`src/hdl/sxtc_pkg.sv`:
```
// Shared types, codes and keyword tables for the s-expression tokenizer.
package sxtc_pkg;

    localparam int SXTC_QDEPTH = 4;
    localparam int SXTC_NUM_KW = 11;
    localparam int SXTC_WLEN_MAX = 6;

    typedef enum logic [2:0] {
        KIND_PAREN   = 3'd0,
        KIND_INT     = 3'd1,
        KIND_FLOAT   = 3'd2,
        KIND_STRING  = 3'd3,
        KIND_NIL     = 3'd4,
        KIND_BUILTIN = 3'd5,
        KIND_VAR     = 3'd6
    } t_kind;

    typedef enum logic [2:0] {
        MODE_IDLE = 3'b001,
        MODE_WORD = 3'b010,
        MODE_STR  = 3'b100
    } t_mode;

    typedef struct packed {
        logic is_space;
        logic is_paren;
        logic is_quote;
        logic is_bslash;
        logic is_digit;
        logic is_fchar;
    } t_cls;

    typedef struct packed {
        logic [7:0] ch;
        logic       eot;
        t_cls       cls;
    } t_item;

    // Keyword text, padded with zeros: nil, then the builtins in id order
    localparam logic [7:0] KW_TEXT [SXTC_NUM_KW][8] = '{
        '{"n", "i", "l", 8'd0, 8'd0, 8'd0, 8'd0, 8'd0},
        '{"s", "e", "t", 8'd0, 8'd0, 8'd0, 8'd0, 8'd0},
        '{"p", "r", "i", "n", "t", 8'd0, 8'd0, 8'd0},
        '{"r", "e", "a", "d", 8'd0, 8'd0, 8'd0, 8'd0},
        '{"+", 8'd0, 8'd0, 8'd0, 8'd0, 8'd0, 8'd0, 8'd0},
        '{"-", 8'd0, 8'd0, 8'd0, 8'd0, 8'd0, 8'd0, 8'd0},
        '{"*", 8'd0, 8'd0, 8'd0, 8'd0, 8'd0, 8'd0, 8'd0},
        '{"/", 8'd0, 8'd0, 8'd0, 8'd0, 8'd0, 8'd0, 8'd0},
        '{"c", "o", "n", "s", 8'd0, 8'd0, 8'd0, 8'd0},
        '{"c", "a", "r", 8'd0, 8'd0, 8'd0, 8'd0, 8'd0},
        '{"c", "d", "r", 8'd0, 8'd0, 8'd0, 8'd0, 8'd0}
    };

    localparam logic [2:0] KW_LEN [SXTC_NUM_KW] = '{
        3'd3, 3'd3, 3'd5, 3'd4, 3'd1, 3'd1, 3'd1, 3'd1, 3'd4, 3'd3, 3'd3
    };

    localparam logic [7:0] CH_SQUOTE = 8'h27;
    localparam logic [7:0] CH_DQUOTE = 8'h22;
    localparam logic [7:0] CH_BSLASH = 8'h5C;
    localparam logic [7:0] CH_LPAREN = 8'h28;
    localparam logic [7:0] CH_RPAREN = 8'h29;
    localparam logic [7:0] CH_SPACE  = 8'h20;
    localparam logic [7:0] CH_TAB    = 8'h09;
    localparam logic [7:0] CH_CR     = 8'h0D;
    localparam logic [7:0] CH_ZERO   = 8'h30;
    localparam logic [7:0] CH_NINE   = 8'h39;
    localparam logic [7:0] CH_DOT    = 8'h2E;
    localparam logic [7:0] CH_LOW_E  = 8'h65;
    localparam logic [7:0] CH_UP_E   = 8'h45;

endpackage

```
`src/hdl/sxtc_front.sv`:
```
// Front end: classifies each incoming byte into a queue entry.
module sxtc_front import sxtc_pkg::*; (
    input  logic [7:0] i_ch,
    input  logic       i_end_of_text,
    output t_item      o_item
);

    logic w_digit;

    assign w_digit = (i_ch >= CH_ZERO) && (i_ch <= CH_NINE);

    always_comb begin
        o_item.ch            = i_ch;
        o_item.eot           = i_end_of_text;
        o_item.cls.is_space  = (i_ch == CH_SPACE) || ((i_ch >= CH_TAB) && (i_ch <= CH_CR));
        o_item.cls.is_paren  = (i_ch == CH_LPAREN) || (i_ch == CH_RPAREN);
        o_item.cls.is_quote  = (i_ch == CH_SQUOTE) || (i_ch == CH_DQUOTE);
        o_item.cls.is_bslash = (i_ch == CH_BSLASH);
        o_item.cls.is_digit  = w_digit;
        o_item.cls.is_fchar  = w_digit || (i_ch == CH_DOT) || (i_ch == CH_LOW_E)
                               || (i_ch == CH_UP_E);
    end

endmodule

```
`src/hdl/sxtc_fifo.sv`:
```
// Short queue between the classifying front end and the lexer back end.
module sxtc_fifo import sxtc_pkg::*; #(
    parameter int DEPTH = SXTC_QDEPTH
) (
    input  logic  i_clk,
    input  logic  i_rst_n,
    input  logic  i_wr,
    input  t_item i_data,
    output logic  o_full,
    input  logic  i_rd,
    output logic  o_empty,
    output t_item o_data
);

    localparam int PW = (DEPTH > 1) ? $clog2(DEPTH) : 1;
    localparam int CW = $clog2(DEPTH + 1);

    t_item         r_mem [DEPTH];
    logic [PW-1:0] r_wr_ptr, n_wr_ptr;
    logic [PW-1:0] r_rd_ptr, n_rd_ptr;
    logic [CW-1:0] r_count, n_count;
    logic          w_wr, w_rd;

    assign o_full  = (r_count == CW'(DEPTH));
    assign o_empty = (r_count == '0);
    assign o_data  = r_mem[r_rd_ptr];
    assign w_wr    = i_wr && !o_full;
    assign w_rd    = i_rd && !o_empty;

    always_comb begin
        n_wr_ptr = r_wr_ptr;
        n_rd_ptr = r_rd_ptr;
        n_count  = r_count;
        if (w_wr) begin
            n_wr_ptr = (r_wr_ptr == PW'(DEPTH - 1)) ? '0 : r_wr_ptr + 1'b1;
        end
        if (w_rd) begin
            n_rd_ptr = (r_rd_ptr == PW'(DEPTH - 1)) ? '0 : r_rd_ptr + 1'b1;
        end
        if (w_wr && !w_rd) begin
            n_count = r_count + 1'b1;
        end else if (w_rd && !w_wr) begin
            n_count = r_count - 1'b1;
        end
    end

    always_ff @(posedge i_clk) begin
        if (!i_rst_n) begin
            r_wr_ptr <= '0;
            r_rd_ptr <= '0;
            r_count  <= '0;
        end else begin
            r_wr_ptr <= n_wr_ptr;
            r_rd_ptr <= n_rd_ptr;
            r_count  <= n_count;
        end
    end

    always_ff @(posedge i_clk) begin
        if (w_wr) begin
            r_mem[r_wr_ptr] <= i_data;
        end
    end

endmodule

```
`src/hdl/sxtc_back.sv`:
```
// Back end: lexer state machine, word classifier and result register.
module sxtc_back import sxtc_pkg::*; (
    input  logic       i_clk,
    input  logic       i_rst_n,
    input  logic       i_q_empty,
    input  t_item      i_item,
    output logic       o_q_rd,
    output logic       o_empty,
    input  logic       i_pop,
    output logic [7:0] o_tok_byte,
    output logic       o_tok_first,
    output logic       o_tok_last,
    output logic [2:0] o_tok_kind,
    output logic [3:0] o_builtin_id
);

    t_mode                  r_mode, n_mode;
    logic [7:0]             r_held_byte, n_held_byte;
    logic                   r_held_valid, n_held_valid;
    logic                   r_held_first, n_held_first;
    logic [7:0]             r_closeq, n_closeq;
    logic                   r_esc, n_esc;
    logic [2:0]             r_wlen, n_wlen;
    logic                   r_dig, n_dig;
    logic                   r_flt, n_flt;
    logic [SXTC_NUM_KW-1:0] r_kw, n_kw;

    logic                   r_out_valid;
    logic [7:0]             r_out_byte;
    logic                   r_out_first;
    logic                   r_out_last;
    t_kind                  r_out_kind;
    logic [3:0]             r_out_id;

    logic                   w_fire, w_out_ready;
    logic                   w_emit, w_ofirst, w_olast;
    logic [7:0]             w_obyte;
    t_kind                  w_okind, w_wkind;
    logic [3:0]             w_oid, w_wid;

    logic [2:0]             w_base_len, w_tr_len;
    logic                   w_base_dig, w_base_flt, w_tr_dig, w_tr_flt;
    logic [SXTC_NUM_KW-1:0] w_base_kw, w_tr_kw;
    logic                   w_found;

    assign w_out_ready = !r_out_valid || i_pop;
    assign w_fire      = !i_q_empty && w_out_ready;
    assign o_q_rd      = w_fire;

    // Track the word with the current byte; a word that is starting begins cleared
    always_comb begin
        w_base_len = (r_mode == MODE_WORD) ? r_wlen : '0;
        w_base_dig = (r_mode == MODE_WORD) ? r_dig : 1'b1;
        w_base_flt = (r_mode == MODE_WORD) ? r_flt : 1'b1;
        w_base_kw  = (r_mode == MODE_WORD) ? r_kw : '1;
        for (int k = 0; k < SXTC_NUM_KW; k++) begin
            w_tr_kw[k] = w_base_kw[k] && (w_base_len < KW_LEN[k])
                         && (KW_TEXT[k][w_base_len] == i_item.ch);
        end
        w_tr_len = (w_base_len < 3'(SXTC_WLEN_MAX)) ? w_base_len + 3'd1 : w_base_len;
        w_tr_dig = w_base_dig && i_item.cls.is_digit;
        w_tr_flt = w_base_flt && i_item.cls.is_fchar;
    end

    // Class of the word tracked so far
    always_comb begin
        w_wkind = KIND_VAR;
        w_wid   = '0;
        w_found = 1'b0;
        if (r_dig) begin
            w_wkind = KIND_INT;
        end else if (r_flt) begin
            w_wkind = KIND_FLOAT;
        end else if (r_kw[0] && (r_wlen == KW_LEN[0])) begin
            w_wkind = KIND_NIL;
        end else begin
            for (int k = 1; k < SXTC_NUM_KW; k++) begin
                if (!w_found && r_kw[k] && (r_wlen == KW_LEN[k])) begin
                    w_found = 1'b1;
                    w_wkind = KIND_BUILTIN;
                    w_wid   = 4'(k - 1);
                end
            end
        end
    end

    always_comb begin
        n_mode       = r_mode;
        n_held_byte  = r_held_byte;
        n_held_valid = r_held_valid;
        n_held_first = r_held_first;
        n_closeq     = r_closeq;
        n_esc        = r_esc;
        n_wlen       = r_wlen;
        n_dig        = r_dig;
        n_flt        = r_flt;
        n_kw         = r_kw;
        w_emit       = 1'b0;
        w_obyte      = r_held_byte;
        w_ofirst     = r_held_first;
        w_olast      = 1'b0;
        w_okind      = KIND_PAREN;
        w_oid        = '0;
        if (w_fire) begin
            unique case (r_mode)
                MODE_WORD: begin
                    if (i_item.eot || i_item.cls.is_space) begin
                        if (r_held_valid) begin
                            w_emit  = 1'b1;
                            w_olast = 1'b1;
                            w_okind = w_wkind;
                            w_oid   = w_wid;
                        end
                        n_mode       = MODE_IDLE;
                        n_held_valid = 1'b0;
                        n_held_first = 1'b0;
                        n_esc        = 1'b0;
                        n_wlen       = '0;
                        n_dig        = 1'b1;
                        n_flt        = 1'b1;
                        n_kw         = '1;
                    end else begin
                        w_emit       = r_held_valid;
                        n_held_byte  = i_item.ch;
                        n_held_valid = 1'b1;
                        n_held_first = !r_held_valid;
                        n_wlen       = w_tr_len;
                        n_dig        = w_tr_dig;
                        n_flt        = w_tr_flt;
                        n_kw         = w_tr_kw;
                    end
                end
                MODE_STR: begin
                    if (!r_held_valid || i_item.eot || (!r_esc && (i_item.ch == r_closeq)))
                    begin
                        w_emit       = r_held_valid;
                        w_olast      = 1'b1;
                        w_okind      = KIND_STRING;
                        n_mode       = MODE_IDLE;
                        n_held_valid = 1'b0;
                        n_held_first = 1'b0;
                        n_esc        = 1'b0;
                        n_wlen       = '0;
                        n_dig        = 1'b1;
                        n_flt        = 1'b1;
                        n_kw         = '1;
                    end else begin
                        // An escaped byte is copied verbatim; after a backslash only end of text closes the string
                        w_emit       = 1'b1;
                        n_esc        = r_esc ? 1'b0 : i_item.cls.is_bslash;
                        n_held_byte  = i_item.ch;
                        n_held_valid = 1'b1;
                        n_held_first = 1'b0;
                    end
                end
                default: begin
                    n_mode = MODE_IDLE;
                    if (i_item.eot || i_item.cls.is_space) begin
                        n_mode = MODE_IDLE;
                    end else if (i_item.cls.is_paren) begin
                        w_emit   = 1'b1;
                        w_obyte  = i_item.ch;
                        w_ofirst = 1'b1;
                        w_olast  = 1'b1;
                    end else if (i_item.cls.is_quote) begin
                        n_mode       = MODE_STR;
                        n_closeq     = i_item.ch;
                        n_esc        = 1'b0;
                        n_held_byte  = i_item.ch;
                        n_held_valid = 1'b1;
                        n_held_first = 1'b1;
                    end else begin
                        n_mode       = MODE_WORD;
                        n_held_byte  = i_item.ch;
                        n_held_valid = 1'b1;
                        n_held_first = 1'b1;
                        n_wlen       = w_tr_len;
                        n_dig        = w_tr_dig;
                        n_flt        = w_tr_flt;
                        n_kw         = w_tr_kw;
                    end
                end
            endcase
        end
    end

    always_ff @(posedge i_clk) begin
        if (!i_rst_n) begin
            r_mode       <= MODE_IDLE;
            r_held_valid <= 1'b0;
            r_held_first <= 1'b0;
            r_esc        <= 1'b0;
            r_wlen       <= '0;
            r_dig        <= 1'b1;
            r_flt        <= 1'b1;
            r_kw         <= '1;
            r_out_valid  <= 1'b0;
        end else begin
            r_mode       <= n_mode;
            r_held_valid <= n_held_valid;
            r_held_first <= n_held_first;
            r_esc        <= n_esc;
            r_wlen       <= n_wlen;
            r_dig        <= n_dig;
            r_flt        <= n_flt;
            r_kw         <= n_kw;
            if (w_emit) begin
                r_out_valid <= 1'b1;
            end else if (i_pop) begin
                r_out_valid <= 1'b0;
            end
        end
    end

    always_ff @(posedge i_clk) begin
        r_held_byte <= n_held_byte;
        r_closeq    <= n_closeq;
        if (w_emit) begin
            r_out_byte  <= w_obyte;
            r_out_first <= w_ofirst;
            r_out_last  <= w_olast;
            r_out_kind  <= w_okind;
            r_out_id    <= w_oid;
        end
    end

    assign o_empty      = !r_out_valid;
    assign o_tok_byte   = r_out_byte;
    assign o_tok_first  = r_out_first;
    assign o_tok_last   = r_out_last;
    assign o_tok_kind   = r_out_kind;
    assign o_builtin_id = r_out_id;

endmodule

```
`src/hdl/sexpr_tokenizer_classifier.sv`:
```
// S-expression tokenizer top level: front classifier, byte queue, lexer back end.
// Throughput: one source byte per cycle unless full; the lexer retires one queue
// entry a cycle unless its result stalls. A paren passes the queue to the result
// register; word and string bytes leave when the next byte (or end of text) reaches
// the lexer. full rises only with QUEUE_DEPTH bytes queued behind a stalled result.
// Synchronous active-low reset empties the queue and the result register, lexer idle.
module sexpr_tokenizer_classifier import sxtc_pkg::*; #(
    parameter int QUEUE_DEPTH = SXTC_QDEPTH
) (
    input  logic       i_clk,
    input  logic       i_rst_n,
    input  logic       i_push,
    output logic       o_full,
    input  logic [7:0] i_ch,
    input  logic       i_end_of_text,
    output logic       o_empty,
    input  logic       i_pop,
    output logic [7:0] o_tok_byte,
    output logic       o_tok_first,
    output logic       o_tok_last,
    output logic [2:0] o_tok_kind,
    output logic [3:0] o_builtin_id
);

    t_item w_in_item, w_q_item;
    logic  w_q_empty, w_q_rd;

    sxtc_front u_front (
        .i_ch          (i_ch),
        .i_end_of_text (i_end_of_text),
        .o_item        (w_in_item)
    );

    sxtc_fifo #(
        .DEPTH (QUEUE_DEPTH)
    ) u_fifo (
        .i_clk   (i_clk),
        .i_rst_n (i_rst_n),
        .i_wr    (i_push),
        .i_data  (w_in_item),
        .o_full  (o_full),
        .i_rd    (w_q_rd),
        .o_empty (w_q_empty),
        .o_data  (w_q_item)
    );

    sxtc_back u_back (
        .i_clk        (i_clk),
        .i_rst_n      (i_rst_n),
        .i_q_empty    (w_q_empty),
        .i_item       (w_q_item),
        .o_q_rd       (w_q_rd),
        .o_empty      (o_empty),
        .i_pop        (i_pop),
        .o_tok_byte   (o_tok_byte),
        .o_tok_first  (o_tok_first),
        .o_tok_last   (o_tok_last),
        .o_tok_kind   (o_tok_kind),
        .o_builtin_id (o_builtin_id)
    );

endmodule

```
`config.mk`:
```
export PLATFORM = sky130hd
export DESIGN_NAME = sexpr_tokenizer_classifier
export DESIGN_NICKNAME = d
export VERILOG_FILES = /design/src/hdl/sxtc_pkg.sv /design/src/hdl/sxtc_front.sv /design/src/hdl/sxtc_fifo.sv /design/src/hdl/sxtc_back.sv /design/src/hdl/sexpr_tokenizer_classifier.sv
export SDC_FILE = /design/constraint.sdc
export NUM_CORES = 1
export LEC_CHECK = 0
export BUFFER_PORTS_ARGS = -buffer_cell sky130_fd_sc_hd__buf_2
export CORE_MARGIN = 1
export CORE_UTILIZATION = 60
export CTS_CLUSTER_DIAMETER = 150
export DETAILED_ROUTE_END_ITERATION = 8
export GPL_TIMING_DRIVEN = 1
export PLACE_DENSITY = 0.79
export SYNTH_ARGS = -nofsm -noshare
export SYNTH_HDL_FRONTEND = slang
export SYNTH_SLANG_ARGS = --single-unit
```
`constraint.sdc`:
```
create_clock -name i_clk -period 3.3 [get_ports i_clk]
set_input_delay 0 -clock i_clk [delete_from_list [all_inputs] [get_ports i_clk]]
set_output_delay 0 -clock i_clk [all_outputs]
set_load 0.05 [all_outputs]
```
=== Word level (Yosys, flattened, before mapping) ===
Memory sizes are Yosys's and may differ from the RTL's. A register that Yosys moved wholly into a read port is not among the register bits.
Cells that the tools add are included.
Widths: inputs -> output; s select.

* Latch bits: 0
* Bits in writable memories: 60
* Memories kept: 12
* Input port bits: 13
* Bits in read-only memories: 704
* Word-level logic and storage cells: 348
* Bits in registers: 63

* Div/mod/pow operators: 0
* Reductions and logical operators: 91
* $add $sub $neg: 5
* Bitwise operators: 7
* Shift-type cells: 0
* Order comparisons: 10
* Multipliers: 0
* Equality and inequality tests: 38
* Muxes and demuxes: 165

{| class="wikitable"
|+ Memories
! memory !! words !! bits a word !! read ports !! clocked after Yosys merged registers in !! write ports !! line !! RTL
|-
| (name not given) || 8 || 8 || 1 || 0 || 0 || sxtc_back.sv:58 || <nowiki>&& (KW_TEXT[k][w_base_len] == i_item.ch);</nowiki>
|-
| (name not given) || 8 || 8 || 1 || 0 || 0 || sxtc_back.sv:58 ||
|-
| (name not given) || 8 || 8 || 1 || 0 || 0 || sxtc_back.sv:58 ||
|-
| (name not given) || 8 || 8 || 1 || 0 || 0 || sxtc_back.sv:58 ||
|-
| (name not given) || 8 || 8 || 1 || 0 || 0 || sxtc_back.sv:58 ||
|-
| (name not given) || 8 || 8 || 1 || 0 || 0 || sxtc_back.sv:58 ||
|-
| 6 more memories || -- || -- || -- || -- || -- || -- ||
|}

{| class="wikitable"
|+ Operator list
! cell !! number
|-
| $mux 8 || 30
|-
| $eq 8x8->1 || 12
|-
| $mux 1 || 75
|-
| $mux 3 || 23
|-
| $mux 11 || 6
|-
| $logic_and 1x1->1 || 52
|-
| $eq 8x6->1 const B || 6
|-
| $mux 2 || 17
|-
| $eq 8x7->1 const B || 3
|-
| $pmux 11 s2 || 1
|-
| $reduce_and 5->1 || 4
|-
| $pmux 3 s2 || 3
|-
| $logic_not 1->1 || 16
|-
| $pmux 8 s2 || 1
|-
| $pmux 1 s2 || 7
|-
| $eq 3x3->1 const B || 4
|-
| $logic_or 1x1->1 || 10
|-
| $lt 3x3->1 const B || 3
|-
| $reduce_or 9->1 || 1
|-
| $ge 8x4->1 const B || 1
|-
| $ge 8x6->1 const B || 1
|-
| $le 8x4->1 const B || 1
|-
| $le 8x6->1 const B || 1
|-
| $mux 4 || 2
|-
| 21 further kinds || 36
|}

=== Longest topological paths before layout ===
Gate-level depths: netlist (run 1).

* Depth after elaboration: 72
* Mapped depth: 12

=== By module ===
A second synthesis (run 1) with hierarchy kept.

* Cells, all modules: 543
* Area, all modules: 6,419.9 sq um

{| class="wikitable"
|+ Modules (own cells, without submodules)
! module !! times used !! cells each !! area an instance (sq um) !! seq. area each (sq um)
|-
| sxtc_back || 1 || 382 || 3,499.6 || 1,451.4
|-
| sxtc_fifo || 1 || 129 || 2,667.6 || 1,981.9
|-
| sxtc_front || 1 || 32 || 252.7 || 0.0
|}

=== Least setup slack after synthesis (run 1) ===
OpenSTA, ideal clock, no wires.

* Path type: register to register
* From: register u_fifo.r_count[0]
* To: register u_fifo.r_count[2]
* Cell stages (with the launch flop): 10
* Buffers on the path: 1
* Arrival time: 2,812 ps
* Path slack: 417 ps
* Cells stage by stage: dfxtp_1 -> nor3b_1 -> nor2b_1 -> clkbuf_1 -> ha_1 -> inv_1 -> fa_1 -> xor2_1 -> or3_1 -> a21oi_1

* Elaborated cells between the ends (all ways): 16
* Classes of those cells: add/sub (2); eq/ne (1); mux (2); reduce/logical (11)

{| class="wikitable"
|+ RTL lines
! item !! line !! RTL
|-
| start: declaration || sxtc_fifo.sv:21 || <nowiki>logic [CW-1:0] r_count, n_count;</nowiki>
|-
| start signal: assignment || sxtc_fifo.sv:55 || <nowiki>r_count <= n_count;</nowiki>
|-
| $eq 3x3->1 (*) || sxtc_fifo.sv:24 || <nowiki>assign o_full = (r_count == CW'(DEPTH));</nowiki>
|-
| named net o_full || sexpr_tokenizer_classifier.sv:13 || <nowiki>output logic o_full,</nowiki>
|-
| $logic_not 1->1 (*) || sxtc_fifo.sv:27 || <nowiki>assign w_wr = i_wr && !o_full;</nowiki>
|-
| $logic_and 1x1->1 (*) || sxtc_fifo.sv:27 ||
|-
| named net u_fifo.w_wr || sxtc_fifo.sv:22 || <nowiki>logic w_wr, w_rd;</nowiki>
|-
| $logic_not 1->1 || sxtc_fifo.sv:42 || <nowiki>end else if (w_rd && !w_wr) begin</nowiki>
|-
| $logic_and 1x1->1 || sxtc_fifo.sv:42 ||
|-
| $reduce_bool 2->1 (no line) || -- ||
|}

Mark *: on every way through the listed nets, which the timed path passes. The rest lies on a longest branch. The select of a mux whose other input is x is not followed.
A chain may end at the register's enable or synchronous reset.

=== Final worst setup path (run 1) ===
* From: register u_back.r_mode[1]
* To: register u_back.r_wlen[2]

* Longest elaborated chain between the ends: 8
* Elaborated cells between the ends (all ways): 16
* Classes of those cells: add/sub (1); order compare (1); eq/ne (6); mux (7); reduce/logical (1)

{| class="wikitable"
|+ Ends and longest elaborated chain
! item !! line !! RTL
|-
| start: declaration || sxtc_back.sv:17 || <nowiki>t_mode r_mode, n_mode;</nowiki>
|-
| start signal: assignment || sxtc_back.sv:199 || <nowiki>r_mode <= n_mode;</nowiki>
|-
| $eq 3x2->1 || sxtc_back.sv:52, sxtc_back.sv:105 ||
|-
| $mux 3 || sxtc_back.sv:52 || <nowiki>w_base_len = (r_mode == MODE_WORD) ? r_wlen : '0;</nowiki>
|-
| $add 3x1->3 or $lt 3x3->1 (tied branches) || sxtc_back.sv:60 || <nowiki>w_tr_len = (w_base_len < 3'(SXTC_WLEN_MAX)) ? w_base_len + 3'd1 : w_base_len;</nowiki>
|-
| $mux 3 || sxtc_back.sv:60 ||
|-
| $mux 3 || sxtc_back.sv:165 || <nowiki>end else if (i_item.cls.is_quote) begin</nowiki>
|-
| $mux 3 || sxtc_back.sv:160 || <nowiki>end else if (i_item.cls.is_paren) begin</nowiki>
|-
| $mux 3 || sxtc_back.sv:158 || <nowiki>if (i_item.eot || i_item.cls.is_space) begin</nowiki>
|-
| $pmux 3 s2 || sxtc_back.sv:105 || <nowiki>unique case (r_mode)</nowiki>
|-
| end signal: assignment || sxtc_back.sv:203 || <nowiki>r_wlen <= n_wlen;</nowiki>
|-
| end: declaration || sxtc_back.sv:23 || <nowiki>logic [2:0] r_wlen, n_wlen;</nowiki>
|}

Several ways; a longest one is shown, not always the timed one. The select of a mux whose other input is x is not followed.

==> qor.txt, run 1 <==
status -> complete, no violations
buffers added on ports -> 31
Cell variety after synth -> 67
placed cell count -> 666
pwr dens -> 863 nW/µm²
critical path required time -> 3.71 ns
CTS tree -> done
clk_skew -> 0.00918 ns
DPL Wire Length -> 8.85 mm
wire per inst -> 20.0 µm
dominant synthesized flop cell -> edfxtp_1
syn avg cell area -> 12.0 µm²
final setup TNS -> 0 ns
number of max-cap violations -> 0
Die ar. -> 10,800 µm²
CTS HTree Levels -> 4
first-pass GRT wire length -> 22.8 mm
Seq cells post-synth -> 125
largest net degree at the start of global routing -> 22
setup violators final -> 0
Hold Crit Class -> input pin to flop
worst-path maximum fanout -> 17
syn nets -> 546
drt pass-1 iters -> 5
post-synthesis sequential area ratio -> 0.551
Final Hold Vio Count -> 0
CTS sink cnt -> 125
Synth top area share -> 0.448
Starting DRT DRC Count -> 358
synth warn -> 0
Die W -> 104 µm
Root Driver -> clkbuf_8
antenna violations before repair -> 0
Worst-Skew Late Latency -> 0.52 ns
Ports -> 32
post-CTS setup buffer count -> 0
RSZ-0062 raised after global routing -> no
total track usage -> 0.278
Peak VDD IR -> 0.000602 V
Post-synth EDFFs -> 93
site row count -> 36
Leak Pwr -> 2.66 nW
Worst R2R Setup Slack -> 0.51 ns
synth cell count leaders -> 93 x edfxtp_1, 45 x nor2_1, 32 x dfxtp_1
Mapped Cells -> 519
Sw Share -> 0.348
DRC -> 0
Worst Path Arrival -> 3.20 ns
share of layout cells above drive strength 1 -> 0.188
slew of the pin with the lowest slew margin -> 0.802 ns
Core Region -> 9910 µm²
top cells by area, synth -> edfxtp_1 45%, dfxtp_1 10%, mux4_2 4.7%
CTS-repair resized insts -> 0
Layout area overhead -> 16.7%
clock transition at the registers of the reported paths -> 0.07 ns
Detail Route Antenna Nets -> 0
Worst setup EP type -> flop
Slew headroom -> 0.466
sequential share of power -> 0.344
Sw Pwr -> 2.18 mW
Clock power frac -> 0.327
Slew Viols, Final -> 0
drt via density -> 6.37
fin crit share -> 0.845
clock buffer depth -> 2
DIE HEIGHT -> 104 µm
Initial Util -> 0.629
overflow left after global routing -> 0
count leader, synth -> edfxtp_1
cts hold-fix bufs -> 11
cell taking the most area after synthesis -> edfxtp_1
fmax -> 359 MHz
FFs w/ async S/R, synth -> 0
# nets final -> 590
crit path launch type -> flop
Final Non-Filler Cells -> 709
internal power -> 4.10 mW
Num CTS Buffers -> 17
post-synth design cell area -> 6230 µm²
routed wire length -> 14.2 mm
RD Place Congestion -> 0.880
total number of vias -> 4,516
vias in the first global route -> 4,456
antenna cell count -> 0
Crit Path Category -> flop to flop
Min Clock Period, post-route -> 2.79 ns
Comb power frac -> 0.329
[worst max-delay path, stage by stage (launching register included)]
cell and delay [ns]:
dfxtp_1 0.45, or3b_2 0.68, o211ai_1 0.67, or2_0 0.53, nor2_1 0.11, a31o_2 0.23
[layout by cell type (no fill, tap or decap), drive strengths merged, types with 15 or more instances in the layout]
cell type	count
inv	27
nand2	23
nor2	46
clkbuf	18
mux4	15
a31oi	18
mux2i	17
a21oi	27
edfxtp	93
o21ai	17
buf	44
dfxtp	32
[routing by layer]
metal / global-route usage / up-vias / part of all wire
met3: 0.0689 / 41 / 0.070
met5: 0 / - / 0
met4: 0.139 / 0 / 0.032
met2: 0.460 / 220 / 0.50
li1: - / 2054 / -
met1: 0.341 / 2201 / 0.40
[cell type report]
type                    instances  area, µm²
flip-flops and latches        125       3430
inverters                      22       82.6
multi-input cells             342       2570
repair buffers                 55        375
clock buffers                  18        418
well taps                     133        166
clock inverters                14        233
fillers                       625       2630
[flip-flops by register name, indices dropped and copies added (netlist names), 2 cells and up, named ones only]
register             cells
u_back.r_kw             11
u_back.r_mode            3
u_back.r_closeq          8
u_back.r_wlen            3
u_back.o_tok_byte        8
u_fifo.r_count           3
u_fifo.r_mem            60
u_back.o_tok_kind        3
u_back.r_held_byte       8
u_back.o_builtin_id      4
u_fifo.r_wr_ptr          2
u_fifo.r_rd_ptr          2
[power groups by stage]
| stage | logic, mW | registers (mW) | clock network [mW] |
|---|---|---|---|
| 2_1_floorplan | 1.42 | 2.26 | 0 |
| 3_3_place_gp | 1.93 | 2.17 | 0 |
| 3_5_place_dp | 1.99 | 2.18 | 0 |
| 4_1_cts | 2.04 | 2.16 | 2.07 |
| 5_1_grt | 2.21 | 2.19 | 2.14 |
| 6_report | 2.07 | 2.16 | 2.05 |
[final timing paths]
| kind | startpoint | to | depth (start not counted) |
|---|---|---|---|
| min reg2reg | u_back.r_held_first | u_back.r_held_first | 2 |
| max | u_back.r_mode[1] | u_back.r_wlen[2] | 5 |
| min | i_push | u_fifo.r_wr_ptr[1] | 4 |
| max reg2reg | u_back.r_mode[1] | u_back.r_wlen[2] | 5 |
[per-stage QoR]
stage	setup WS [ns]	total power, mW	util	area [µm²]	hold WS [ns]
2_1_floorplan	0.417	3.68	-	6230	0.0989
3_3_place_gp	0.622	4.10	0.658	6520	0.226
3_5_place_dp	0.615	4.17	0.658	6520	0.228
4_1_cts	0.582	6.26	0.734	7280	0.0253
5_1_grt	0.399	6.53	0.734	7280	0.0572
6_report	0.511	6.28	0.734	7280	0.0379
[cells by family (layout without fill, tap and decap cells)]
logic type / Yosys count / count (layout) / synth area share
mux: 41 / 41 / 0.0990
flops: 125 / 125 / 0.551
buf+inv: 52 / 109 / 0.0371
simple gates: 155 / 155 / 0.132
compound gates: 109 / 109 / 0.118
fa+ha+maj: 14 / 14 / 0.0293
xor+xnor: 23 / 23 / 0.0335
Power figures use the tool's default switching activity.
==> run 2: changes to the inputs <==
--- a/config.mk
+++ b/config.mk
@@ -5,13 +5,14 @@
 export SDC_FILE = /design/constraint.sdc
 export NUM_CORES = 1
 export LEC_CHECK = 0
+export ABC_AREA = 1
 export BUFFER_PORTS_ARGS = -buffer_cell sky130_fd_sc_hd__buf_2
 export CORE_MARGIN = 1
-export CORE_UTILIZATION = 60
+export CORE_UTILIZATION = 56
 export CTS_CLUSTER_DIAMETER = 150
 export DETAILED_ROUTE_END_ITERATION = 8
 export GPL_TIMING_DRIVEN = 1
-export PLACE_DENSITY = 0.79
+export PLACE_DENSITY = 0.78
 export SYNTH_ARGS = -nofsm -noshare
 export SYNTH_HDL_FRONTEND = slang
 export SYNTH_SLANG_ARGS = --single-unit
==> constraint.sdc (replaced) <==
create_clock -name i_clk -period 2.3 [get_ports i_clk]
set_input_delay 0 -clock i_clk [delete_from_list [all_inputs] [get_ports i_clk]]
set_output_delay 0 -clock i_clk [all_outputs]
set_load 0.05 [all_outputs]
==> qor.txt, run 2 <==
# nets final -> 837
Top reg by flops -> u_fifo.r_mem
total number of vias -> 5,372
Crit Path Category -> flop to flop
Peak VDD IR -> 0.000820 V
Die W -> 109 µm
crit path launch type -> flop
cell taking the most area after synthesis -> edfxtp_1
Slew headroom -> 0.284
top cells by area, synth -> edfxtp_1 43%, nand2_1 11%, dfxtp_1 10%
largest family of logic cells by synthesized area -> simple AND/OR/NAND/NOR gates
cells along the critical path -> buf_4 > nand2_1 > nand3_1 > nand2_1 > buf_4 > xnor2_2 > nand2_1 > or2_0 > o21ai_2 > nand4_1 > nand3_1
post-synthesis sequential area ratio -> 0.534
antenna cell count -> 0
site row count -> 38
total track usage -> 0.288
CTS tree -> done
Slew Viols, Final -> 0
Largest register FFs -> 60
Mapped Cells -> 729
synth warn -> 0
Worst Path Arrival -> 2.55 ns
Ports -> 32
RD Place Congestion -> 0.924
slowest CP cell -> dfxtp_1
share of layout cells above drive strength 1 -> 0.176
Synth Area in Simple Gates -> 0.273
DIE HEIGHT -> 109 µm
r2r endpoint -> u_back.r_kw[7]
Hold Crit Class -> input pin to flop
Detail Route Antenna Nets -> 0
clk_skew -> 0.00833 ns
biggest registers after layout -> u_fifo.r_mem (60), u_back.r_kw (11)
clock transition at the registers of the reported paths -> 0.06 ns
vias in the first global route -> 5,242
overflow left after global routing -> 0
Hold Slack -> 0.0443 ns
Post-synth EDFFs -> 93
first-pass GRT wire length -> 25.2 mm
most used cell, CP -> nand2_1
drt via density -> 5.58
Seq cells post-synth -> 125
Root Driver -> clkbuf_16
buffers added on ports -> 31
RSZ-0062 raised after global routing -> yes
Worst R2R Setup Slack -> 0.11 ns
pwr dens -> 1250 nW/µm²
Layout area overhead -> 19.3%
syn nets -> 756
Worst-Skew Late Latency -> 0.42 ns
Synth Area in XOR/XNOR -> 0.0243
largest net degree at the start of global routing -> 31
max incr delay on CP -> 0.37 ns
Synth top area share -> 0.435
Die ar. -> 11,900 µm²
wire per inst -> 16.5 µm
cell family with most CP delay -> simple AND/OR/NAND/NOR gates
worst-path maximum fanout -> 17
final setup TNS -> 0 ns
DPL Wire Length -> 10.9 mm
routed wire length -> 15.9 mm
slew of the pin with the lowest slew margin -> 1.07 ns
post-synth design cell area -> 6420 µm²
dominant synthesized flop cell -> edfxtp_1
commonest non-fill, non-tap cells in the layout -> 188 x nand2_1, 93 x edfxtp_1, 75 x nor2_1
status -> complete, no violations
clock buffer depth -> 2
Cell variety after synth -> 44
Initial Util -> 0.582
most common cell after layout, fill and taps aside -> nand2_1
CP Buf/Inv Count -> 2
Num CTS Buffers -> 17
drt pass-1 iters -> 6
synth cell count leaders -> 189 x nand2_1, 93 x edfxtp_1, 80 x nor2_1
setup violators final -> 0
Starting DRT DRC Count -> 434
fin crit share -> 0.952
Min Clock Period, post-route -> 2.19 ns
Leak Pwr -> 3.34 nW
Worst setup EP type -> flop
number of max-cap violations -> 0
antenna violations before repair -> 0
FFs w/ async S/R, synth -> 0
count leader, synth -> nand2_1
critical path required time -> 2.66 ns
mux contribution to synthesized area -> 0
total power -> 9.60 mW
Core Region -> 11,000 µm²
CTS HTree Levels -> 4
syn avg cell area -> 8.81 µm²
CTS sink cnt -> 125
R2R depth -> 11
Synth Area in Compound Gates -> 0.0730
DRC -> 0
worst setup path end -> u_back.r_kw[7]
area share of fa/ha/maj cells after synthesis -> 0.0284
Final Hold Vio Count -> 0
fillers -> 854
fmax -> 457 MHz
Levels on crit path -> 11
## run 2: cells by family (layout without fill, tap and decap cells)
kind of cell,Yosys count,after routing
compound gates,82,82
xor+xnor,17,17
simple gates,394,394
buf+inv,97,191
fa+ha+maj,14,14
flops,125,125
## run 2: layout make-up
type / count / area (µm²) / area share
Sequential cell: 125 / 3430 / 0.448
Inverter: 74 / 280 / 0.0366
Clock buffer: 22 / 444 / 0.0579
Timing Repair Buffer: 85 / 618 / 0.0806
Clock inverter: 10 / 95.1 / 0.0124
Tap cell: 140 / 175 / 0.0229
Multi-Input combinational cell: 507 / 2620 / 0.341
## run 2: per-layer routing
metal | wire, µm | global-route usage
met5 | 0 | 0
met4 | 515 | 0.148
met3 | 881 | 0.0658
met1 | 6480 | 0.339
met2 | 7990 | 0.492
## run 2: how the worst min path moves through the flow
stage	depth (start not counted)	slack, ns	start	end
after CTS	2	0.03	i_rst_n	u_back.r_dig
after floorplan	0	0.1	i_ch[3]	u_fifo.r_mem[0][10]
after detailed placement	1	0.23	i_end_of_text	u_fifo.r_mem[0][6]
after global placement	1	0.21	i_end_of_text	u_fifo.r_mem[1][6]
final	2	0.04	i_rst_n	u_back.r_dig
after global routing	2	0.06	i_rst_n	u_back.r_dig
## run 2: repair_timing
| item | in CTS | in global routing |
|---|---|---|
| resized for setup | 2 | 16 |
| cloned | 0 | 0 |
| pin swaps | 0 | 2 |
| hold buffers | 10 | 0 |
| endpoints found under the setup margin | 1 | 42 |
| setup buffers | 0 | 5 |
| hold endpoints to repair | 37 | 0 |
## run 2: through the flow
stage	area, µm²	utilization	setup slack [ns]	cells
floorplan	6440	-	0.0394	729
global placement	6930	0.628	0.0218	916
detailed placement	6930	0.628	-0.103	916
CTS	7570	0.687	0.0307	958
global route	7660	0.695	-0.0214	963
finish	7660	0.695	0.110	963
## run 2: report_power, final
group	switching (mW)	internal, mW	leakage (nW)	total, mW
clock	0.964	1.48	0.248	2.44
combinational	2.68	1.30	1.97	3.98
sequential	0.226	2.96	1.12	3.18
